$ cat src/rtl/bse_pkg.sv
// ----------------------------------------------------------------------------
// bse_pkg
// Shared constants, types and helpers of the byte string entropy estimator.
// ----------------------------------------------------------------------------
package bse_pkg;

    localparam int MAX_LEN    = 256;
    localparam int FRAC_BITS  = 16;

    localparam int BIN_W      = 8;
    localparam int NUM_BINS   = 2 ** BIN_W;
    localparam int CNT_W      = $clog2(MAX_LEN + 1);
    localparam int K_W        = $clog2(CNT_W);
    localparam int LOG_W      = K_W + FRAC_BITS;
    localparam int SUM_W      = CNT_W + LOG_W;
    localparam int ACC_W      = (SUM_W + 1 > 13) ? SUM_W + 1 : 13;
    localparam int ITER_W     = $clog2(FRAC_BITS);
    localparam int MANT_FRAC  = 31;
    localparam int MANT_W     = MANT_FRAC + 1;
    localparam int SHIFT_W    = $clog2(MANT_W);

    localparam int OUT_W      = 12;
    localparam int OUT_MAX    = 4095;
    localparam int THR_W      = 12;
    localparam int THR_RESET  = 80;

    typedef enum logic [3:0] {
        ST_IDLE,
        ST_UPD,
        ST_NSTART,
        ST_NWAIT,
        ST_RD,
        ST_CHK,
        ST_BWAIT,
        ST_FIN
    } state_t;

    typedef struct packed {
        logic             start;
        logic [CNT_W-1:0] x;
    } log_req_t;

    typedef struct packed {
        logic             done;
        logic [LOG_W-1:0] result;
    } log_rsp_t;

    function automatic logic [K_W-1:0] msb_index(input logic [CNT_W-1:0] x);
        logic [K_W-1:0] k;
        k = '0;
        for (int i = 0; i < CNT_W; i++) begin
            if (x[i]) begin
                k = K_W'(i);
            end
        end
        return k;
    endfunction

endpackage

$ cat src/rtl/bse_log2.sv
// ----------------------------------------------------------------------------
// bse_log2
// Iterative fixed-point log2: integer part from the top set bit, one
// fraction bit per cycle by squaring the mantissa.
// ----------------------------------------------------------------------------
module bse_log2 (
    input  logic              aclk,
    input  logic              aresetn,
    input  bse_pkg::log_req_t req,
    output bse_pkg::log_rsp_t rsp
);

    logic                             run_reg;
    logic                             done_reg;
    logic [bse_pkg::ITER_W-1:0]       iter_reg;
    logic [bse_pkg::MANT_W-1:0]       m_reg;
    logic [bse_pkg::MANT_W-1:0]       m_next;
    logic [bse_pkg::K_W-1:0]          k_reg;
    logic [bse_pkg::FRAC_BITS-1:0]    frac_reg;
    logic [bse_pkg::K_W-1:0]          k_start;
    logic [bse_pkg::SHIFT_W-1:0]      shift_amt;
    logic [2*bse_pkg::MANT_W-1:0]     square;
    logic [bse_pkg::MANT_W:0]         square_sh;
    logic                             bit_next;

    assign k_start   = bse_pkg::msb_index(req.x);
    assign shift_amt = bse_pkg::SHIFT_W'(bse_pkg::MANT_FRAC) - bse_pkg::SHIFT_W'(k_start);
    assign square    = 64'(m_reg) * 64'(m_reg);
    assign square_sh = square[2*bse_pkg::MANT_W-1:bse_pkg::MANT_FRAC];
    assign bit_next  = square_sh[bse_pkg::MANT_W];
    assign m_next    = bit_next ? square_sh[bse_pkg::MANT_W:1]
                                : square_sh[bse_pkg::MANT_W-1:0];

    always_ff @(posedge aclk) begin
        if (!aresetn) begin
            run_reg  <= 1'b0;
            done_reg <= 1'b0;
        end else begin
            done_reg <= 1'b0;
            if (req.start) begin
                run_reg <= 1'b1;
            end else if (run_reg &&
                         iter_reg == bse_pkg::ITER_W'(bse_pkg::FRAC_BITS - 1)) begin
                run_reg  <= 1'b0;
                done_reg <= 1'b1;
            end
        end
    end

    always_ff @(posedge aclk) begin
        if (req.start) begin
            iter_reg <= '0;
            k_reg    <= k_start;
            m_reg    <= bse_pkg::MANT_W'(req.x) << shift_amt;
            frac_reg <= '0;
        end else if (run_reg) begin
            iter_reg <= iter_reg + 1'b1;
            m_reg    <= m_next;
            frac_reg <= {frac_reg[bse_pkg::FRAC_BITS-2:0], bit_next};
        end
    end

    assign rsp.done   = done_reg;
    assign rsp.result = {k_reg, frac_reg};

endmodule

$ cat config.mk
export PLATFORM = sky130hd
export DESIGN_NAME = bse_log2
export DESIGN_NICKNAME = d
export VERILOG_FILES = /design/src/rtl/bse_pkg.sv /design/src/rtl/bse_log2.sv
export SDC_FILE = /design/constraint.sdc
export NUM_CORES = 2
export LEC_CHECK = 0
export ABC_AREA = 1
export CAP_MARGIN = 20
export CELL_PAD_IN_SITES_DETAIL_PLACEMENT = 0
export CELL_PAD_IN_SITES_GLOBAL_PLACEMENT = 2
export CORE_ASPECT_RATIO = 1.5
export CORE_MARGIN = 4
export CORE_UTILIZATION = 42
export CTS_CLUSTER_SIZE = 30
export DETAILED_ROUTE_END_ITERATION = 6
export DONT_BUFFER_PORTS = 1
export PLACE_DENSITY_LB_ADDON = 0.1
export RECOVER_POWER = 25
export SLEW_MARGIN = 40
export SYNTH_ARGS = -nofsm -noshare
export SYNTH_HDL_FRONTEND = slang
export SYNTH_SLANG_ARGS = --single-unit
$ cat constraint.sdc
create_clock -name aclk -period 8.93 [get_ports aclk]
set_input_delay 1.3395 -clock aclk [delete_from_list [all_inputs] [get_ports aclk]]
set_output_delay 1.3395 -clock aclk [all_outputs]
set_load 0.01 [all_outputs]
---- Yosys cells after proc, flatten, opt, wreduce, memory -nomap -nowiden ----
Index checks and enable logic that the tools add are counted.
cells by class
  $add $sub $neg .......................... 2
  multiply operators ...................... 1
  equal/unequal tests ..................... 1
  shift operators ......................... 1
  mux-type cells .......................... 14
  bitwise logic cells ..................... 1
  reductions and logical operators ........ 4
operator list
  cell                 number
  $mux 32              3
  $mul 32x32->64       1
  $shl 9x5->32         1
  $mux 4               7
  $sub 5x4->5 const A  1
  $add 4x1->4 const B  1
  $eq 4x4->1 const B   1
  $mux 1               4
  $reduce_bool 2->1    2
  $reduce_or 2->1      1
  $logic_and 1x1->1    1
  $not 1->1            1
word-level totals
  register bits ........................... 58
  bits of input ports ..................... 12
  output and inout bits ................... 21
  logic and storage cells ................. 30

---- Longest topological paths before layout ----
  word-level depth ........................ 11
  mapped depth ............................ 36
  depth with buffers taken out ............ 33

---- Worst setup path after synthesis ----
OpenSTA, ideal clock, no wires.
  path kind ............................... flip-flop to flip-flop
  start ................................... reg m_reg[12] (netlist name)
  end ..................................... reg m_reg[24] (netlist name) (data pin)
  library setup time ...................... 0.254 ns
  data arrival time ....................... 6.820 ns
  data required time ...................... 8.676 ns
  slack ................................... 1.857 ns
  stages on the path, launching flop included .. 33
  buffers on the path ..................... 4
  period minus slack after synthesis ...... 7.073 ns
  cell sequence ........................... edfxtp_1 > clkbuf_1 > clkbuf_1 > buf_1 > nand2_1 > fa_1 > inv_1 > fa_1 > fa_1 > inv_1 > fa_1 > inv_1 > fa_1 > inv_1 > fa_1 > inv_1 > fa_1 > fa_1 > ha_1 > nand2_1 > nor2_1 > nand2_1 > nor2_1 > nand2_1 > nand2_1 > nand2_1 > nand2_1 > nand2_1 > nand2_4 > buf_6 > nand2_1 > nand3_1 > nand2_1
on the way
  cells in the longest elaborated chain, start to end .. 4
ends and longest elaborated chain
  element                 RTL line        source
  start, declared         bse_log2.sv:16  logic [bse_pkg::MANT_W-1:0] m_reg;
  start signal, assigned  bse_log2.sv:54  m_reg <= bse_pkg::MANT_W'(req.x) << shift_amt;
  start signal, assigned  bse_log2.sv:58  m_reg <= m_next;
  $mul 32x32->64          bse_log2.sv:28  assign square = 64'(m_reg) * 64'(m_reg);
  $mux 32                 bse_log2.sv:31  assign m_next = bit_next ? square_sh[bse_pkg::MANT_W:1]
  $mux 32                 bse_log2.sv:56  end else if (run_reg) begin
  $mux 32                 bse_log2.sv:51  if (req.start) begin
No other way between the ends. The select of a mux whose other input is x is not followed.
A chain may end at the register's enable or synchronous reset.

---- Worst setup path after layout ----
  start ................................... reg m_reg[5] (netlist name)
  end ..................................... reg m_reg[25] (netlist name) (data pin)
The elaborated chain is that of the path after synthesis.

==> impl_metrics.toml <==
[worst_hold_path]
hp-class = "reg2reg"

[clock_tree]
clk_pin_slew_ns = 0.06
clk_latency_ns = 0.35
cts_made_buffers = 9
cts_tree = "built"
clockRootBuffer = "clkbuf_16"
postCtsSetupBuffers = 0
cts_buffer_depth = 2
hold_buffers = 0
h-tree-depth = 3
post_cts_resize_count = 0
cts.sinks = 58

[die]
num_rows = 127
die_y_um = 355.5
ioPinCount = 33
die_x_um = 239.6
die_area_mm2 = 0.08519
core_area_mm2 = 0.07993
start_util_pct = 42.30

[finish]
final_net_count = 5367
largest_reg_flops = 32
final_common_cell = "inv_1"
synthToLayoutAreaGrowth_pct = 5.792
finish.instance_area_mm2 = 0.03576
diodes = 0
fillers = 8405
final_cell_mix = "inv_1 (1420), nand2_1 (1063), fa_1 (791)"
drive_gt1_share_pct = 2.973
multiInputGateArea_mm2 = 0.02644
seqCellArea_mm2 = 0.001521

[worst_setup_path]
crit_buf_inv = 6
critPathLaunchType = "register"
crit_arrival_ns = 8.14
setup.worst_path.end_class = "register"
cpPeakStageDelay_ns = 0.77
setup.worst_path.class = "reg2reg"
critical_path.max_fanout = 40
slowest_stage = "edfxtp_1"
cp_data_required_time_ns = 9.00
critPathTopFamily = "adder cells"
cp_common_cell = "nand2_1"

[sta]
setup_tns_ns = 0
finalClockSkew_ns = 0.01020
fmax_ghz = 0.1239
tightest_slew_ns = 1.955
period_minus_slack_ns = 8.073
worst_slew_margin_rel_pct = -30.32
rsz0062_at_grt = "no"
setup_viol_count_final = 0
slew_viol_final = 37
finalHoldViolCount = 0
fin_crit_sh_pct = 90.41

[grt]
grt_pass1_wl_um = 161400
grt_antenna_before_repair = 0
grt.total_usage_pct = 25.00
grt_pass1_vias = 28282
grt_max_degree = 41
grt-ovfl-total = 0

[job]
drv_cap = 1

[synth]
ys_seq_elements = 58
syn_area_per_cell_um2 = 7.886
synthTopCellsByArea = "fa_1 (47%), inv_1 (16%), nand2_1 (12%)"
yosysTopAreaCell = "fa_1"
synth_cell_types = 41
syn_nets = 5387
syn_area_mm2 = 0.03381
syn_inst = 4287
synth-main-ff-cell = "edfxtp_1"
ys_seq_area_share_pct = 4.501
synth-edff-count = 36
async_reset_ff_share_pct = 0
yosys_warnings = 0
synth_top_area_share_pct = 46.84

[detailed_routing]
via_per_inst = 4.715
drt_drc_violations_left = 0
vias = 25007
antenna_left = 0
routed_wl_um = 102000
dr.first_iter.drc_count = 1085
wl_per_cell_um = 19.24
dr.pass1.iters = 5

[placed_design]
gp_congestion = 0.8900
io_buffers = 0
placed_cell_area_mm2 = 0.03540
dp_hpwl_um = 89260

[outcome]
violations = "capacitance limit, slew limit"
status = "finished, violations left"
[cells by family (layout without fill, tap and decap cells)]
group / after synthesis / in the layout / synth area share [%]
AOI/OAI and AO/OA: 181 / 181 / 3.083
xor gates and xnor gates: 52 / 52 / 1.347
adders and majority gates: 1088 / 1088 / 57.83
buffers and inverters: 1543 / 1528 / 17.29
DFF: 58 / 58 / 4.501
and+or+nand+nor: 1365 / 1365 / 15.95
[per-layer routing]
metal	global-route usage [%]	part of all wire (%)	wire, um
met1	27.33	36	36740
met2	50.14	58	58880
met3	1.324	1.8	1854
met4	8.921	4.5	4565
met5	0	0	0
[final timing paths]
path	from	to	slack (ns)	cells after the start
hold / removal	iter_reg[3]	iter_reg[3]	0.48	2
setup / recovery	m_reg[5]	m_reg[25]	0.86	29
setup reg to reg	m_reg[5]	m_reg[25]	0.86	29
hold reg to reg	iter_reg[3]	iter_reg[3]	0.48	2
[per-stage QoR]
step | hold WS, ns | utilization, % | setup WS, ns | instances
after global placement | 0.4632 | 44.23 | 0.6910 | 5282
after CTS | 0.4819 | 44.72 | 0.8446 | 5302
after detailed placement | 0.4697 | 44.29 | 0.8894 | 5286
after floorplan | 0.4403 | - | 1.857 | 4287
final | 0.4830 | 44.75 | 0.8568 | 5304
after global routing | 0.5200 | 44.75 | 0.3815 | 5304
[worst min-delay path: cells and delay by family (launching register included)]
| kind | cells | cell delay (ns) |
|---|---|---|
| buffers and inverters | 1 | 0.06 |
| AOI/OAI and AO/OA | 1 | 0.05 |
| DFF | 1 | 0.32 |
[Yosys cell counts (all sizes together), types with 2 or more instances]
cell	instances
o211ai	3
a31oi	3
o21ai	37
xnor2	15
o22ai	15
and2	2
ha	297
nand2	1069
dfxtp	22
xor2	37
nor2	166
or2	3
nor3	17
o21a	2
nand3	79
nand4	11
a21oi	85
clkbuf	96
o21bai	26
a21o	3
and3	2
nand3b	13
a31o	6
nor4	3
inv	1422
buf	24
edfxtp	36
fa	791
[cell type report]
type / instances / area share (%)
repair buffers: 89 / 2.326
well taps: 1032 / 3.610
clock buffers: 11 / 0.7697
multi-input cells: 2686 / 73.92
inverters: 1423 / 14.93
flip-flops and latches: 58 / 4.254
clock inverters: 5 / 0.1819
Power is left out: the tool's default activity adds up to more than one toggle a clock period on the data nets, which glitch-free logic cannot reach.
